--- src/rtl/dvl_pkg.sv ---
`default_nettype none

package dvl_pkg;

    localparam int FRAC_BITS = 14;

    localparam int NORM_W      = 16;
    localparam int COLOR_W     = 8;
    localparam int GAIN_W      = 15;
    localparam int BOOST_W     = 12;
    localparam int MODE_W      = 2;
    localparam int CFG_INDEX_W = 3;
    localparam int CFG_DATA_W  = 15;

    localparam int K_W     = FRAC_BITS;
    localparam int PROD_W  = NORM_W + K_W + 1;
    localparam int D_W     = FRAC_BITS + 19;
    localparam int DPOS_W  = D_W - 1;
    localparam int SHAPE_W = ((FRAC_BITS > 15) ? FRAC_BITS : 15) + 1;
    localparam int EFF_A   = GAIN_W + SHAPE_W;
    localparam int EFF_B   = 2 * FRAC_BITS + 1;
    localparam int EFF_C   = SHAPE_W + FRAC_BITS;
    localparam int EFF_AB  = (EFF_A > EFF_B) ? EFF_A : EFF_B;
    localparam int EFF_W   = ((EFF_AB > EFF_C) ? EFF_AB : EFF_C) + 1;
    localparam int SUM_W   = COLOR_W + EFF_W + 1;
    localparam int CH_W    = SUM_W - 2 * FRAC_BITS;

    localparam int COLOR_MAX = 255;

    localparam logic [K_W-1:0] K30 = K_W'(((30 << FRAC_BITS) + 50) / 100);
    localparam logic [K_W-1:0] K81 = K_W'(((81 << FRAC_BITS) + 50) / 100);
    localparam logic [K_W-1:0] K50 = K_W'(((50 << FRAC_BITS) + 50) / 100);
    localparam logic [K_W-1:0] K72 = K_W'(((72 << FRAC_BITS) + 50) / 100);
    localparam logic [K_W-1:0] K28 = K_W'(((28 << FRAC_BITS) + 50) / 100);
    localparam logic [K_W-1:0] K62 = K_W'(((62 << FRAC_BITS) + 50) / 100);
    localparam logic [K_W-1:0] K18 = K_W'(((18 << FRAC_BITS) + 50) / 100);
    localparam logic [K_W-1:0] K70 = K_W'(((70 << FRAC_BITS) + 50) / 100);

    localparam logic [GAIN_W-1:0] EXPOSURE_RESET = GAIN_W'(3932);

    localparam logic [MODE_W-1:0] MODE_SCALAR    = 2'd0;
    localparam logic [MODE_W-1:0] MODE_OBJECTIVE = 2'd1;
    localparam logic [MODE_W-1:0] MODE_NIGHT     = 2'd2;

    localparam logic [CFG_INDEX_W-1:0] REG_BASE_RED      = 3'd0;
    localparam logic [CFG_INDEX_W-1:0] REG_BASE_GREEN    = 3'd1;
    localparam logic [CFG_INDEX_W-1:0] REG_BASE_BLUE     = 3'd2;
    localparam logic [CFG_INDEX_W-1:0] REG_EXPOSURE_GAIN = 3'd3;
    localparam logic [CFG_INDEX_W-1:0] REG_RED_BOOST     = 3'd4;
    localparam logic [CFG_INDEX_W-1:0] REG_GREEN_BOOST   = 3'd5;
    localparam logic [CFG_INDEX_W-1:0] REG_SHADE_MODE    = 3'd6;
    localparam logic [CFG_INDEX_W-1:0] REG_TWO_SIDED     = 3'd7;

    typedef struct packed {
        logic signed [NORM_W-1:0] normal_x;
        logic signed [NORM_W-1:0] normal_y;
        logic signed [NORM_W-1:0] normal_z;
    } dvl_normal_t;

    typedef struct packed {
        logic [COLOR_W-1:0] front_red;
        logic [COLOR_W-1:0] front_green;
        logic [COLOR_W-1:0] front_blue;
        logic [COLOR_W-1:0] back_red;
        logic [COLOR_W-1:0] back_green;
        logic [COLOR_W-1:0] back_blue;
    } dvl_color_t;

    typedef struct packed {
        logic [COLOR_W-1:0] red;
        logic [COLOR_W-1:0] green;
        logic [COLOR_W-1:0] blue;
    } dvl_rgb_t;

    typedef struct packed {
        logic [COLOR_W-1:0] base_red;
        logic [COLOR_W-1:0] base_green;
        logic [COLOR_W-1:0] base_blue;
        logic [GAIN_W-1:0]  exposure_gain;
        logic [BOOST_W-1:0] red_boost;
        logic [BOOST_W-1:0] green_boost;
        logic [MODE_W-1:0]  shade_mode;
        logic               two_sided;
    } dvl_cfg_t;

    typedef struct packed {
        logic shape;
        logic gain;
        logic color;
    } dvl_stage_en_t;

endpackage

`default_nettype wire

--- src/rtl/dvl_shade.sv ---
`default_nettype none

module dvl_shade
    import dvl_pkg::*;
(
    input  wire logic              clk,
    input  wire dvl_cfg_t          cfg,
    input  wire dvl_stage_en_t     stage_en,
    input  wire logic [DPOS_W-1:0] dpos,
    output dvl_rgb_t               rgb
);

    function automatic logic [COLOR_W-1:0] scale_color(
        input logic [COLOR_W-1:0] base,
        input logic [EFF_W-1:0]   eff,
        input logic [BOOST_W-1:0] boost
    );
        logic [COLOR_W+EFF_W-1:0] prod;
        logic [SUM_W-1:0]         acc;
        logic [CH_W-1:0]          ch;
        prod = base * eff;
        acc  = SUM_W'(prod) + (SUM_W'(boost) << (2 * FRAC_BITS - 8));
        ch   = acc[SUM_W-1:2*FRAC_BITS];
        return (ch > CH_W'(COLOR_MAX)) ? COLOR_W'(COLOR_MAX) : ch[COLOR_W-1:0];
    endfunction

    logic                     night;
    logic [K_W-1:0]           slope;
    logic [K_W-1:0]           offset;
    logic [K_W+DPOS_W-1:0]    slope_prod;
    logic [SHAPE_W-1:0]       shape_next;
    logic [SHAPE_W-1:0]       shape_reg;
    logic [GAIN_W+SHAPE_W-1:0] gain_prod;
    logic [K_W+SHAPE_W-1:0]   obj_prod;
    logic [EFF_W-1:0]         eff_next;
    logic [EFF_W-1:0]         eff_reg;
    logic [BOOST_W-1:0]       red_add;
    logic [BOOST_W-1:0]       grn_offset;
    dvl_rgb_t                 rgb_next;
    dvl_rgb_t                 rgb_reg;

    assign night = (cfg.shade_mode == MODE_NIGHT);

    always_comb
    begin
        slope      = night ? K30 : K28;
        offset     = night ? K70 : K72;
        slope_prod = slope * dpos;
        shape_next = SHAPE_W'(offset) + SHAPE_W'(slope_prod >> (2 * FRAC_BITS));
    end

    always_comb
    begin
        gain_prod = cfg.exposure_gain * shape_reg;
        obj_prod  = K18 * shape_reg;
        case (cfg.shade_mode)
            MODE_NIGHT:
            begin
                eff_next = EFF_W'(shape_reg) << FRAC_BITS;
            end
            MODE_OBJECTIVE:
            begin
                eff_next = EFF_W'(obj_prod) + (EFF_W'(K62) << FRAC_BITS);
            end
            MODE_SCALAR:
            begin
                eff_next = EFF_W'(gain_prod);
            end
            default:
            begin
                eff_next = EFF_W'(gain_prod);
            end
        endcase
    end

    always_comb
    begin
        red_add        = night ? '0 : cfg.red_boost;
        grn_offset     = night ? '0 : cfg.green_boost;
        rgb_next.red   = scale_color(cfg.base_red, eff_reg, red_add);
        rgb_next.green = scale_color(cfg.base_green, eff_reg, grn_offset);
        rgb_next.blue  = scale_color(cfg.base_blue, eff_reg, '0);
    end

    always_ff @(posedge clk)
    begin
        if (stage_en.shape)
        begin
            shape_reg <= shape_next;
        end
        if (stage_en.gain)
        begin
            eff_reg <= eff_next;
        end
        if (stage_en.color)
        begin
            rgb_reg <= rgb_next;
        end
    end

    assign rgb = rgb_reg;

endmodule

`default_nettype wire

--- config.mk ---
export PLATFORM = sky130hd
export DESIGN_NAME = dvl_shade
export DESIGN_NICKNAME = d
export VERILOG_FILES = /design/src/rtl/dvl_pkg.sv /design/src/rtl/dvl_shade.sv
export SDC_FILE = /design/constraint.sdc
export NUM_CORES = 2
export LEC_CHECK = 0
export ABC_AREA = 1
export BUFFER_PORTS_ARGS = -buffer_cell sky130_fd_sc_hd__buf_4
export CAP_MARGIN = 20
export CORE_ASPECT_RATIO = 2
export CORE_MARGIN = 5
export CORE_UTILIZATION = 39
export CTS_CLUSTER_SIZE = 16
export DETAILED_ROUTE_END_ITERATION = 7
export SLEW_MARGIN = 40
export SYNTH_ARGS = -nofsm -noshare
export SYNTH_HDL_FRONTEND = slang
export SYNTH_SLANG_ARGS = --single-unit
--- constraint.sdc ---
create_clock -name clk -period 6.2 [get_ports clk]
set_input_delay 0.31 -clock clk [delete_from_list [all_inputs] [get_ports clk]]
set_output_delay 0.31 -clock clk [all_outputs]
set_load 0.02 [all_outputs]
Yosys cells after proc, flatten, opt, wreduce, memory -nomap -nowiden
Cells that the tools add are included.
- bits in registers: 72
- logic and storage cells: 25
- output and inout port bits: 24
- multipliers: 6
- $lt $le $gt $ge: 3
- equality and inequality tests: 2
- add/sub/neg operators: 4
- multiplexer cells: 5
- operators by type and width (cell ; count):
    multiplier 8 x 32 -> 40 bit ; 3
    adder 40 x 32 -> 41 bit ; 2
    one-hot mux 31 bit (2 select lines) ; 1
    multiplier 13 x 32 -> 44 bit ; 1
    multiplier 15 x 16 -> 31 bit ; 1
    adder 28 x 28 -> 29 bit (second input constant) ; 1
    multiplier 12 x 16 -> 28 bit (first input constant) ; 1
    greater-than comparator 13 x 8 -> 1 bit (second input constant) ; 2
    two-way mux 12 bit ; 2
    two-way mux 10 bit ; 2
    adder 14 x 16 -> 16 bit ; 1
    greater-than comparator 12 x 8 -> 1 bit (second input constant) ; 1
    == test 2 x 1 -> 1 bit (second input constant) ; 1
    == test 2 bit (second input constant) ; 1

Longest topological paths before layout
- word-level depth: 4
- depth in mapped cells: 43
- gate-level depth less buffers: 41

Worst setup path before layout
Ideal clock, no wire load.
- kind: in2reg
- from: in cfg[1] in the netlist's numbering
- to: reg shape_reg[14] (data pin)
- setup slack: -505 ps
- setup time: 252 ps
- required time: 5948 ps
- buffers on the path: 4
- cell stages on the path: 35
- arrival: 6452 ps
- path through: inv_1 > ha_1 > clkbuf_1 > clkbuf_1 > clkbuf_1 > buf_1 > nor2_1 > ha_1 > or2_2 > inv_1 > fa_1 > inv_1 > fa_1 > fa_1 > inv_1 > fa_1 > inv_1 > ha_1 > nand2_1 > nor2_1 > nand2_1 > o21bai_1 > nand2_1 > nand3_1 > nand2_1 > a21oi_1 > xor2_1 > ha_1 > inv_1 > nor2_4 > nand2_2 > nor2_4 > nand3_2 > nand3_1 > nand2_1
- word-level cells in the longest chain between the ends: 4
- elaborated cells on any way between the ends: 5
- those cells by class: add/sub (1); mul (1); eq/ne (1); mux (2)
- RTL lines (element ; line ; RTL):
    from (decl) ; dvl_shade.sv:7 ; input wire dvl_cfg_t cfg,
    == test 2 bit (*) ; dvl_shade.sv:42 ; assign night = (cfg.shade_mode == MODE_NIGHT);
    two-way mux 10 bit ; dvl_shade.sv:46 ; slope = night ? K30 : K28;
    multiplier 13 x 32 -> 44 bit ; dvl_shade.sv:48 ; slope_prod = slope * dpos;
    adder 14 x 16 -> 16 bit (*) ; dvl_shade.sv:49 ; shape_next = SHAPE_W'(offset) + SHAPE_W'(slope_prod >> (2 * FRAC_BITS));
    net shape_next[14] ; dvl_shade.sv:31 ; logic [SHAPE_W-1:0] shape_next;
    to (signal assigned) ; dvl_shade.sv:89 ; shape_reg <= shape_next;
    to (decl) ; dvl_shade.sv:32 ; logic [SHAPE_W-1:0] shape_reg;
The timed path passes the listed nets; every way through them passes the cells marked *.
A chain may end at the register's enable or synchronous reset.

Worst setup path after layout
- from: in cfg[2] in the netlist's numbering
- to: reg shape_reg[14] (data pin)
The elaborated chain is that of the path after synthesis.

==> results.cfg <==
[grt]
grt_max_degree = 40
grt_pass1_vias = 47200
grt_overflow_total = 0
track_usage_pct = 23.1
grt_antenna_before_repair = 4
grt_pass1_wl_um = 242000

[floorplanning]
start_util_pct = 39.3
die_width_um = 262
ioPinCount = 126
rows = 184
coreArea_mm2 = 0.126
fp.dieArea_mm2 = 0.134
die_h_um = 514

[final_layout]
largest_reg_flops = 31
fillers = 12600
drive_gt1_share_pct = 14.3
stdcell_area_mm2 = 0.0573
nNetsFinal = 8563
area_delta_synth_final_pct = 15.9

[placed_design]
port_buffers = 124
place_congestion = 0.937
dpl_cell_area_mm2 = 0.0555
dp.final_hpwl_um = 133000

[routing]
num_vias = 42700
wl_per_cell_um = 18.2
drc = 0
drt-total-wl_um = 156000
routed_via_density = 4.97
drtPass1Iterations = 5
antenna_left = 0
drt_iter0_drc = 1714

[clock_network]
postCtsHoldBufs = 0
cts.sinks = 71
htreeDepth = 3
clockBufferDepth = 2
numCtsBuffers = 9
clock-root-buffer = clkbuf_16
cts.clk_slew.worst_paths_ps = 90
cts_tree = yes
clock_latency_ps = 410

[yosys]
synthCells = 6487
synth_edf_count = 71
mappedNetlistNets = 8153
avgSynthCellArea_um2 = 7.62
netlist.area_leader.share_pct = 40.7
ys.flop_type = edfxtp_1
ys_seq_elements = 71
synth_async_sr_flop_share_pct = 0
synth.area.top_cells = fa_1 41%, inv_1 15%, ha_1 14%
synth.distinct_cells = 60
yosysTopAreaCell = fa_1
synth-warning-count = 0
yosysSeqAreaShare_pct = 4.31
syn_area_mm2 = 0.0494

[setup_path]
reg2regPathDepth = 24
worst_path_max_delay_cell = fa_1
crit_path_max_incr_delay_ps = 510
reg2reg_slack_ps = 240
arrival_ps = 6160
cp-end-kind = flop
cp.required_ps = 6350
crit_path_max_fanout = 6
r2r_end = eff_reg[20]
path_class = in2reg
reg2reg_from = shape_reg[8]
start_kind = input pin
cp_common_cell = inv_1

[hold_path]
hp-start = stage_en[2]
hold_path.class = in2reg
min_path_cells = 1
hold_end = shape_reg[13]

[sta]
slew_headroom_pct = 41.3
finalHoldViolCount = 0
worst_slew_pin_slew_ps = 880
rsz0062_at_grt = true
drv_slew = 0
fin_skew_ps = 24.9
fmax_mhz = 167
setup_viol_count_final = 0
min_period_over_period_pct = 96.8
min_period_ps = 6000
timing.setup.tns_ps = 0

[job]
timing.max_cap.violations = 0

[status]
status = finished clean
cell families (layout without fill, tap and decap cells):
| family | after synthesis | in the layout | share of synthesized area (%) |
|---|---|---|---|
| simple gates | 2060 | 2060 | 16.8 |
| flops | 71 | 71 | 4.31 |
| fa+ha+maj | 1564 | 1564 | 54.8 |
| other cells | 0 | 3 | 0 |
| xor+xnor | 77 | 77 | 1.38 |
| compound gates | 558 | 558 | 6.32 |
| buf+inv | 2157 | 2572 | 16.4 |
stage by stage:
stage          setup slack, ps  std cells  hold WS, ps  utilization, %
2_1_floorplan            0.776       6487          422               -
5_1_grt                  -63.4       8578          279            45.5
3_3_place_gp              -717       8532          699            44.1
6_report                   198       8579          285            45.5
4_1_cts                   4.27       8554          266            44.4
3_5_place_dp              -707       8534          703            44.1
layout make-up:
| cell class | instances | area (µm²) | area share (%) |
|---|---|---|---|
| multi-input cells | 4259 | 40500 | 70.6 |
| inverters | 1942 | 7300 | 12.7 |
| repair buffers | 614 | 5010 | 8.74 |
| flip-flops and latches | 71 | 2130 | 3.72 |
| well taps | 1674 | 2090 | 3.66 |
| clock buffers | 9 | 225 | 0.393 |
| clock inverters | 7 | 66.3 | 0.116 |
| diodes | 3 | 7.51 | 0.0131 |
worst max-delay path, delay by kind of cell:
kind | cells | cell delay [ps]
fa+ha+maj | 8 | 3090
buf+inv | 11 | 950
simple gates | 17 | 1800
cell usage after synthesis, types with 2 or more instances:
master / n
o21a_1: 9
ha_1: 559
or2_0: 2
edfxtp_1: 71
nor2_2: 5
a31o_2: 2
inv_1: 1936
nand2_1: 1536
o31ai_1: 6
nor2_1: 277
nand3_2: 6
o21ai_0: 144
nor2_4: 4
a31oi_1: 14
a22o_1: 3
a21o_1: 16
nand3_1: 103
o221ai_1: 8
nand2_4: 3
a21oi_2: 3
o22ai_1: 3
a21boi_0: 2
nor3_1: 26
o21ai_1: 8
a221oi_1: 3
buf_1: 9
nand2_2: 13
o211ai_1: 18
nand4_1: 36
inv_2: 5
xor2_1: 38
fa_1: 1005
o2111ai_1: 3
nor4_1: 12
and3_1: 2
or2_2: 25
clkbuf_1: 205
xnor2_1: 38
o21bai_1: 27
nand3b_1: 3
a21oi_1: 280
cells in the final DEF, fill, tap and decap left out, types with 12 or more instances in the layout:
| cell type | Yosys | layout |
|---|---|---|
| a21oi_2 | 3 | 32 |
| ha_4 | 0 | 30 |
| nand3_1 | 103 | 89 |
| edfxtp_1 | 71 | 71 |
| ha_1 | 559 | 526 |
| a21oi_1 | 280 | 245 |
| buf_12 | 0 | 23 |
| nand2_1 | 1536 | 1477 |
| fa_1 | 1005 | 994 |
| nand2_2 | 13 | 66 |
| nor2_2 | 5 | 40 |
| a31oi_1 | 14 | 14 |
| o21ai_1 | 8 | 20 |
| nand4_1 | 36 | 36 |
| nor2_4 | 4 | 33 |
| inv_2 | 5 | 47 |
| xnor2_1 | 38 | 37 |
| nand3_2 | 6 | 20 |
| o21bai_1 | 27 | 23 |
| nor3_1 | 26 | 21 |
| or2_2 | 25 | 19 |
| xor2_1 | 38 | 36 |
| a21o_1 | 16 | 16 |
| buf_4 | 0 | 576 |
| o211ai_1 | 18 | 18 |
| clkbuf_16 | 0 | 12 |
| o21ai_0 | 144 | 126 |
| inv_1 | 1936 | 1891 |
| nor2_1 | 277 | 213 |
what timing repair did:
| action | CTS | global route |
|---|---|---|
| setup endpoints to repair | 11 | 33 |
| pin swaps | 12 | 142 |
| resized for setup | 33 | 300 |
| hold endpoints to repair | 0 | 0 |
| buffers inserted | 4 | 17 |
| gates cloned | 0 | 4 |
how the worst max path moves through the flow:
| stage | slack, ps | to | start |
|---|---|---|---|
| after CTS | 4 | shape_reg[13] | cfg[1] |
| after detailed placement | -710 | shape_reg[13] | cfg[1] |
| after global routing | -60 | shape_reg[14] | cfg[1] |
| after global placement | -720 | shape_reg[14] | cfg[1] |
| after floorplan | 0.8 | shape_reg[9] | cfg[1] |
| final | 200 | shape_reg[14] | cfg[2] |
per-layer routing:
layer / part of all wire (%) / wire length, µm / track usage, % / vias up
li1: - / - / - / 19700
met1: 30 / 46900 / 20.6 / 21200
met2: 57 / 89000 / 46.8 / 1151
met3: 3.4 / 5350 / 2.14 / 571
met4: 9.4 / 14600 / 16.3 / 4
met5: 0.015 / 23 / 0 / -
Power is not shown: default switching activity piles up to over one toggle a cycle in this logic, so the estimate is an artifact.
